$ cat src/hdl/purge_target_period_tracker_assert.svh
// Assertion macros for the purge target period tracker.
`ifndef PURGE_TARGET_PERIOD_TRACKER_ASSERT_SVH
`define PURGE_TARGET_PERIOD_TRACKER_ASSERT_SVH

`ifndef SYNTH

// Check that a condition holds at every clock edge out of reset.
`define PTT_CHECK(lbl, cond, msg) \
  lbl: assert property (@(posedge clk) disable iff (!rst_n) (cond)) \
    else $error(msg);

// Check that a trigger is followed by a condition in the next cycle.
`define PTT_CHECK_NEXT(lbl, trig, cond, msg) \
  lbl: assert property (@(posedge clk) disable iff (!rst_n) (trig) |=> (cond)) \
    else $error(msg);

`else

`define PTT_CHECK(lbl, cond, msg)
`define PTT_CHECK_NEXT(lbl, trig, cond, msg)

`endif

`endif

$ cat src/hdl/ptt_pkg.sv
// Types and constants shared by the purge target period tracker.
package ptt_pkg;

  // Field widths
  localparam int unsigned COUNT_W   = 32;
  localparam int unsigned SUM_W     = 40;
  localparam int unsigned TIME_W    = 64;
  localparam int unsigned SECONDS_W = 16;
  localparam int unsigned PERIOD_W  = 46;   // fits 65535 s in nanoseconds
  localparam int unsigned TICK_W    = 64;

  // Configuration port
  localparam int unsigned CFG_IDX_W  = 2;
  localparam int unsigned CFG_DATA_W = 16;

  typedef enum logic [CFG_IDX_W-1:0] {
    REG_PERIOD_SECONDS     = 2'd0,
    REG_CLOCK_IS_MONOTONIC = 2'd1
  } ptt_reg_t;

  // Constants
  localparam logic [PERIOD_W-1:0] NS_PER_SECOND   = PERIOD_W'(64'd1000000000);
  localparam logic [SECONDS_W-1:0] PERIOD_SECONDS_RST = SECONDS_W'(10);
  localparam logic [PERIOD_W-1:0] PERIOD_NS_RST =
    PERIOD_W'(64'd1000000000 * 64'd10);
  localparam logic [SUM_W-1:0] SUM_MAX = {SUM_W{1'b1}};

  localparam int unsigned MAX_SHARDS_DEF = 64;

  // Input transaction
  typedef struct packed {
    logic [COUNT_W-1:0] shard_active;
    logic [COUNT_W-1:0] shard_dirty;
    logic               has_stats;
    logic [TIME_W-1:0]  now_ns;
    logic               last_shard;
  } ptt_in_t;

  // Result transaction
  typedef struct packed {
    logic [SUM_W-1:0] purge_target;
    logic             period_restarted;
  } ptt_out_t;

endpackage

$ cat src/hdl/purge_target_period_tracker.sv
// Purge target period tracker: shard sums, period peaks and purge target.
// Takes one shard transaction per clock cycle, with no gaps between ticks, while the pipeline
// does not stall; the rate is set by the per-shard saturating add into the running sums. Only
// the transaction marked last_shard yields a result, carried from the input register through
// a stage for the sums and the time window, a stage for the period restart and peak update,
// and the output register with the purge target. The stages hold under output back-pressure
// and only a waiting last transaction can hold off the input. Configuration writes take
// effect on the next cycle; the period is converted to nanoseconds as it is written.
`include "purge_target_period_tracker_assert.svh"

module purge_target_period_tracker #(
  parameter int unsigned MAX_SHARDS = ptt_pkg::MAX_SHARDS_DEF
) (
  input  logic                           clk,
  input  logic                           rst_n,
  input  logic                           in_valid,
  output logic                           in_ready,
  input  ptt_pkg::ptt_in_t               in_data,
  output logic                           out_valid,
  input  logic                           out_ready,
  output ptt_pkg::ptt_out_t              out_data,
  input  logic                           cfg_valid,
  output logic                           cfg_ready,
  input  logic [ptt_pkg::CFG_IDX_W-1:0]  cfg_index,
  input  logic [ptt_pkg::CFG_DATA_W-1:0] cfg_data
);

  localparam int unsigned SEEN_W = $clog2(MAX_SHARDS + 1);

  // Configuration
  logic [ptt_pkg::PERIOD_W-1:0] period_ns_r;
  logic                         mono_r;

  // Running state
  logic [ptt_pkg::SUM_W-1:0]  active_total_r, active_total_nxt;
  logic [ptt_pkg::SUM_W-1:0]  dirty_total_r, dirty_total_nxt;
  logic [SEEN_W-1:0]          shard_seen_r, shard_seen_nxt;
  logic [ptt_pkg::TICK_W-1:0] tick_count_r, tick_count_nxt;
  logic [ptt_pkg::TIME_W-1:0] epoch_begin_r, epoch_begin_nxt;
  logic [ptt_pkg::SUM_W-1:0]  current_peak_r, current_peak_nxt;
  logic [ptt_pkg::SUM_W-1:0]  prior_peak_r, prior_peak_nxt;

  // Input stage
  logic             s1_v_r;
  ptt_pkg::ptt_in_t s1_r;

  // Sum stage (last transactions only)
  logic                       s2_v_r;
  logic [ptt_pkg::SUM_W-1:0]  s2_act_r;
  logic [ptt_pkg::SUM_W-1:0]  s2_dir_r;
  logic [ptt_pkg::TIME_W-1:0] s2_now_r;
  logic [ptt_pkg::TIME_W-1:0] s2_ago_r;

  // Peak stage
  logic                       s3_v_r;
  logic [ptt_pkg::SUM_W:0]    s3_touched_r;
  logic [ptt_pkg::SUM_W-1:0]  s3_prior_r;
  logic [ptt_pkg::SUM_W-1:0]  s3_cur_r;
  logic                       s3_restart_r;

  // Output register
  logic              out_v_r;
  ptt_pkg::ptt_out_t out_r;

  // Flow control between stages
  logic out_go, s3_free, s2_free, s1_free, s1_adv, s2_adv, s3_adv, in_acc;

  assign out_go  = !out_v_r || out_ready;
  assign s3_adv  = s3_v_r && out_go;
  assign s3_free = !s3_v_r || out_go;
  assign s2_adv  = s2_v_r && s3_free;
  assign s2_free = !s2_v_r || s3_free;
  assign s1_adv  = s1_v_r && (!s1_r.last_shard || s2_free);
  assign s1_free = !s1_v_r || !s1_r.last_shard || s2_free;
  assign in_ready = s1_free;
  assign in_acc   = in_valid && in_ready;

  assign out_valid = out_v_r;
  assign out_data  = out_r;
  assign cfg_ready = 1'b1;

  // Configuration registers; convert the period to nanoseconds on write
  always_ff @(posedge clk) begin
    if (!rst_n) begin
      period_ns_r <= ptt_pkg::PERIOD_NS_RST;
      mono_r      <= 1'b1;
    end else if (cfg_valid) begin
      case (cfg_index)
        ptt_pkg::REG_PERIOD_SECONDS: begin
          period_ns_r <= ptt_pkg::PERIOD_W'(cfg_data[ptt_pkg::SECONDS_W-1:0])
                         * ptt_pkg::NS_PER_SECOND;
        end
        ptt_pkg::REG_CLOCK_IS_MONOTONIC: begin
          mono_r <= cfg_data[0];
        end
        default: begin
        end
      endcase
    end
  end

  // Accumulate shard counts with saturation; clear at the end of a tick
  logic                      s1_take;
  logic [ptt_pkg::SUM_W:0]   act_sum, dir_sum;
  logic [ptt_pkg::SUM_W-1:0] act_new, dir_new;

  always_comb begin
    s1_take = s1_r.has_stats && (shard_seen_r < SEEN_W'(MAX_SHARDS));
    act_sum = {1'b0, active_total_r} + (ptt_pkg::SUM_W + 1)'(s1_r.shard_active);
    dir_sum = {1'b0, dirty_total_r} + (ptt_pkg::SUM_W + 1)'(s1_r.shard_dirty);
    act_new = active_total_r;
    dir_new = dirty_total_r;
    if (s1_take) begin
      act_new = act_sum[ptt_pkg::SUM_W] ? ptt_pkg::SUM_MAX : act_sum[ptt_pkg::SUM_W-1:0];
      dir_new = dir_sum[ptt_pkg::SUM_W] ? ptt_pkg::SUM_MAX : dir_sum[ptt_pkg::SUM_W-1:0];
    end

    active_total_nxt = active_total_r;
    dirty_total_nxt  = dirty_total_r;
    shard_seen_nxt   = shard_seen_r;
    tick_count_nxt   = tick_count_r;
    if (s1_adv) begin
      if (s1_r.last_shard) begin
        active_total_nxt = '0;
        dirty_total_nxt  = '0;
        shard_seen_nxt   = '0;
        tick_count_nxt   = tick_count_r + 1'b1;
      end else begin
        active_total_nxt = act_new;
        dirty_total_nxt  = dir_new;
        if (shard_seen_r < SEEN_W'(MAX_SHARDS)) begin
          shard_seen_nxt = shard_seen_r + 1'b1;
        end
      end
    end
  end

  // Start of the current time window, saturated at zero
  logic [ptt_pkg::TIME_W:0]   ago_diff;
  logic [ptt_pkg::TIME_W-1:0] ago;

  always_comb begin
    ago_diff = {1'b0, s1_r.now_ns} - (ptt_pkg::TIME_W + 1)'(period_ns_r);
    ago      = ago_diff[ptt_pkg::TIME_W] ? '0 : ago_diff[ptt_pkg::TIME_W-1:0];
  end

  // Decide the period restart and move the peaks
  logic restart;

  always_comb begin
    restart = (!mono_r && (epoch_begin_r > s2_now_r)) || (epoch_begin_r <= s2_ago_r);
    epoch_begin_nxt  = epoch_begin_r;
    prior_peak_nxt   = prior_peak_r;
    current_peak_nxt = current_peak_r;
    if (s2_adv) begin
      if (restart) begin
        epoch_begin_nxt  = s2_now_r;
        prior_peak_nxt   = current_peak_r;
        current_peak_nxt = s2_act_r;
      end else if (s2_act_r > current_peak_r) begin
        current_peak_nxt = s2_act_r;
      end
    end
  end

  // Purge target from the updated peaks
  logic [ptt_pkg::SUM_W+1:0] tgt_diff;
  logic [ptt_pkg::SUM_W-1:0] tgt;

  always_comb begin
    tgt_diff = {1'b0, s3_touched_r} - (ptt_pkg::SUM_W + 2)'(s3_prior_r);
    tgt      = '0;
    if ((s3_prior_r > s3_cur_r) && !tgt_diff[ptt_pkg::SUM_W + 1]) begin
      tgt = tgt_diff[ptt_pkg::SUM_W] ? ptt_pkg::SUM_MAX : tgt_diff[ptt_pkg::SUM_W-1:0];
    end
  end

  // Control state
  always_ff @(posedge clk) begin
    if (!rst_n) begin
      s1_v_r         <= 1'b0;
      s2_v_r         <= 1'b0;
      s3_v_r         <= 1'b0;
      out_v_r        <= 1'b0;
      active_total_r <= '0;
      dirty_total_r  <= '0;
      shard_seen_r   <= '0;
      tick_count_r   <= '0;
      epoch_begin_r  <= '0;
      current_peak_r <= '0;
      prior_peak_r   <= '0;
    end else begin
      s1_v_r         <= in_acc || (s1_v_r && !s1_adv);
      s2_v_r         <= (s1_adv && s1_r.last_shard) || (s2_v_r && !s2_adv);
      s3_v_r         <= s2_adv || (s3_v_r && !s3_adv);
      out_v_r        <= s3_adv || (out_v_r && !out_ready);
      active_total_r <= active_total_nxt;
      dirty_total_r  <= dirty_total_nxt;
      shard_seen_r   <= shard_seen_nxt;
      tick_count_r   <= tick_count_nxt;
      epoch_begin_r  <= epoch_begin_nxt;
      current_peak_r <= current_peak_nxt;
      prior_peak_r   <= prior_peak_nxt;
    end
  end

  // Pipeline payload
  always_ff @(posedge clk) begin
    if (in_acc) begin
      s1_r <= in_data;
    end
    if (s1_adv && s1_r.last_shard) begin
      s2_act_r <= act_new;
      s2_dir_r <= dir_new;
      s2_now_r <= s1_r.now_ns;
      s2_ago_r <= ago;
    end
    if (s2_adv) begin
      s3_touched_r <= {1'b0, s2_act_r} + {1'b0, s2_dir_r};
      s3_prior_r   <= prior_peak_nxt;
      s3_cur_r     <= current_peak_nxt;
      s3_restart_r <= restart;
    end
    if (s3_adv) begin
      out_r.purge_target     <= tgt;
      out_r.period_restarted <= s3_restart_r;
    end
  end

  // Assertions
  `PTT_CHECK(a_seen_bound, shard_seen_r <= SEEN_W'(MAX_SHARDS),
    "shard count beyond MAX_SHARDS")
  `PTT_CHECK(a_stall_cause, in_ready || (s1_v_r && s1_r.last_shard),
    "input held off without a waiting last transaction")
  `PTT_CHECK_NEXT(a_tick_clear, s1_adv && s1_r.last_shard,
    (active_total_r == '0) && (dirty_total_r == '0) && (shard_seen_r == '0),
    "sums not cleared after a tick closed")

endmodule

$ cat config.mk
export PLATFORM = sky130hd
export DESIGN_NAME = purge_target_period_tracker
export DESIGN_NICKNAME = d
export VERILOG_FILES = /design/src/hdl/ptt_pkg.sv /design/src/hdl/purge_target_period_tracker.sv
export VERILOG_INCLUDE_DIRS = /design/src /design/src/hdl
export SDC_FILE = /design/constraint.sdc
export NUM_CORES = 2
export LEC_CHECK = 0
export ABC_CLOCK_PERIOD_IN_PS = 18800
export BUFFER_PORTS_ARGS = -buffer_cell sky130_fd_sc_hd__buf_4
export CELL_PAD_IN_SITES_DETAIL_PLACEMENT = 0
export CELL_PAD_IN_SITES_GLOBAL_PLACEMENT = 1
export CORE_MARGIN = 2
export CORE_UTILIZATION = 40
export CTS_CLUSTER_DIAMETER = 30
export DETAILED_ROUTE_END_ITERATION = 6
export PLACE_DENSITY = 0.65
export SYNTH_ARGS = -nofsm -noshare
export SYNTH_HDL_FRONTEND = slang
export SYNTH_SLANG_ARGS = --single-unit
$ cat constraint.sdc
create_clock -name clk -period 18.8 [get_ports clk]
set_clock_uncertainty 0.2 [all_clocks]
set_input_delay 0 -clock clk [delete_from_list [all_inputs] [get_ports clk]]
set_output_delay 0 -clock clk [all_outputs]
set_load 0.02 [all_outputs]
==> impl_metrics.toml <==
[final_layout]
fillers = 11299
area_growth_pct = 25.7
drive_above_1_share = 0.116
multi_input_area_um2 = 25400
mostFrequentLayoutCell = "inv_1"
final-seq-area_um2 = 20500
mostFrequentLayoutCells = "inv_1 (590), ha_1 (541), edfxtp_1 (501)"
final_nets = 6227

[worst_hold_path]
hold_path.class = "input port to flop"

[clock_network]
cts_made_buffers = 185
cts_sinks = 774
cts_root_buf = "clkbuf_16"
clk_pin_slew_ns = 0.04
cts_resized = 0
insertion_delay_ns = 0.79
cts_tree = "yes"
cts_buffer_depth = 3
cts.htree.levels = 4

[grt]
grt_use_total = 0.210
antenna_found_initial = 7
grt_pass1_vias = 36158
grt_pass1_wl_mm = 206
grt_overflow = 0
grt_start_max_net_pins = 95

[sta]
slew_headroom = 0.302
hold_ws_ns = 0.0917
fin_crit_sh = 0.315
fin_crit_ns = 5.92
worst_slew_pin_slew_ns = 1.04
max_freq_ghz = 0.169
final_max_slew_viol_count = 0
final.setup.tns_ns = 0
finalHoldViolCount = 0
setup_viol = 0
rsz0062_at_grt = "false"
finalWorstSetupSlack_ns = 12.88

[pwr]
power.internal_mw = 5.12
seqPwrFrac = 0.256
power_mw = 7.67
swShare = 0.333
leakage_nw = 26.9
power_frac_clock = 0.428
ir_drop_v = 0.000154
power_density_nw_per_um2 = 125
comb_power_share = 0.316
p_switching_mw = 2.55

[setup_path]
crit_type = "input port to flop"
slowest_stage = "fa_1"
max_stage_delay_ns = 0.59
worst-path-max-fanout = 5
worst_ep_required_time_ns = 19.25
crit_arrival_ns = 6.37
crit_chain = "dlygate4sd3_1 > buf_4 > fa_1 > inv_1 > fa_1 > fa_1 > inv_1 > fa_1 > fa_1 > inv_1 > fa_1 > inv_1 > ha_1 > inv_1 > o21ai_0 > a211oi_1 > o21ai_0 > nor3_1 > o21ai_0 > a211oi_1 > o21ai_0 > xnor2_1 > o21ai_0"
cpMostUsedCell = "fa_1"
cp-start-kind = "input port"
cp-end-kind = "flop"

[logic_synthesis]
synth_seq_cells = 774
synth_edf_count = 501
synthFlopType = "edfxtp_1"
netlist_top_cells_area = "edfxtp_1 (31%), ha_1 (14%), dfxtp_1 (11%)"
ys_seq_area_frac = 0.421
synth.distinct_cells = 94
synth_top_area_frac = 0.309
async_flop_share = 0
syn_area_per_cell_um2 = 10.1
netlist.top_cell.by_area = "edfxtp_1"
syn-num-nets = 5678
synth_cells = 4851
syn-cell-area_um2 = 48800
yosysWarnings = 0

[placed_design]
numPortBuffers = 195
gp_congestion = 0.900
dpl.hpwl_mm = 98.5
dp_slack_ns = 12.43

[route]
drt_wl_total_mm = 132
via_per_inst = 5.05
drt_first_pass_iters = 5
ant_nets = 0
vias = 36323
drt_iter0_markers = 2452
drc = 0
wl_per_cell_um = 18.3

[floorplan]
die-width_um = 353
core_um2 = 121000
dieArea_um2 = 125000
start_util = 0.402
die_y_um = 353
rows = 128
io_pins = 197

[run_status]
status = "complete, no violations"

[job]
cap_violations = 0
==> power by group through the flow <==
stage	logic [mW]	registers (mW)	clock network (mW)
after CTS	2.43	1.96	3.35
after global routing	2.74	1.97	3.43
final	2.42	1.96	3.28
after floorplan	1.76	1.97	0
after global placement	2.38	1.99	0
after detailed placement	2.36	1.99	0
==> area by class of cell <==
class,instances,area share
multi-input combinational,3339,0.415
sequential,774,0.335
clock buffer,223,0.0807
timing repair buffer,507,0.0741
inverter,593,0.0364
tap,1625,0.0332
clock inverter,126,0.0263
antenna,1,0.0000408
==> through the flow <==
stage / std cells / utilization / cell area [µm²]
final: 7188 / 0.505 / 61300
after CTS: 7187 / 0.505 / 61300
after global placement: 6551 / 0.427 / 51800
after detailed placement: 6551 / 0.427 / 51800
after global routing: 7188 / 0.505 / 61300
after floorplan: 4851 / - / 48800
==> kinds of logic (layout without fill, tap and decap cells) <==
group / Yosys count / in the layout / share of synthesized area
mux: 55 / 55 / 0.0156
simple gates: 1184 / 1184 / 0.116
fa+ha+maj: 674 / 674 / 0.193
xor+xnor: 189 / 189 / 0.0339
flops: 774 / 774 / 0.421
buf+inv: 738 / 1449 / 0.0598
other cells: 1 / 2 / 0.0000769
compound gates: 1236 / 1236 / 0.161
==> worst paths after layout <==
| check | from | to | slack, ns | cells past startpoint |
|---|---|---|---|---|
| max | cfg_data[1] | period_ns_r[42] | 12.88 | 23 |
| min | cfg_data[7] | period_ns_r[17] | 0.09 | 7 |
| max reg2reg | period_ns_r[10] | s2_ago_r[61] | 13.70 | 13 |
| min reg2reg | s3_restart_r | out_data[0] | 0.23 | 0 |
==> timing repair <==
action,in CTS,in global routing
endpoints found under the hold margin,341,0
endpoints found under the setup margin,0,0
buffers inserted,0,0
hold buffers,287,0
==> cell usage after synthesis (28+ instances only) <==
| cell type | n |
|---|---|
| inv_1 | 591 |
| ha_1 | 541 |
| edfxtp_1 | 501 |
| a21oi_1 | 410 |
| nand2_1 | 379 |
| nor2_1 | 287 |
| dfxtp_1 | 273 |
| o21ai_0 | 223 |
| a21o_1 | 177 |
| nand3_1 | 138 |
| fa_1 | 133 |
| clkbuf_1 | 107 |
| xnor2_1 | 107 |
| xor2_1 | 82 |
| nand4_1 | 77 |
| a31oi_1 | 56 |
| and2_1 | 52 |
| nor2b_1 | 48 |
| o21a_1 | 46 |
| a22o_1 | 45 |
| and3_1 | 44 |
| nor3_1 | 42 |
| mux2_4 | 39 |
| a211oi_1 | 36 |
| o211ai_1 | 32 |
| o21bai_1 | 31 |
| nand2b_1 | 28 |
| o21ai_1 | 28 |
==> registers in the layout, indices dropped and copies added (netlist names), 40 cells and up <==
name,flops
s1_r,130
epoch_begin_r,64
s2_ago_r,64
s2_now_r,64
out_data,41
s3_touched_r,41
active_total_r,40
current_peak_r,40
dirty_total_r,40
prior_peak_r,40
s2_act_r,40
s2_dir_r,40
s3_cur_r,40
s3_prior_r,40
==> worst max-delay path, delay by kind of cell <==
kind / cells / cell delay (ns)
adder cells (fa/ha/maj): 7 / 3.43
AO/OA/AOI/OAI: 7 / 1.37
buffers and inverters: 7 / 1.02
AND/OR/NAND/NOR: 1 / 0.35
XOR/XNOR: 1 / 0.16
==> per-layer routing <==
layer	global-route usage	up-vias	part of all wire
li1	-	18428	-
met1	0.317	17060	0.52
met2	0.302	671	0.41
met3	0.0382	160	0.040
met4	0.0687	4	0.025
met5	0	-	0.00019
No activity file was read; power rests on OpenSTA's default activity.
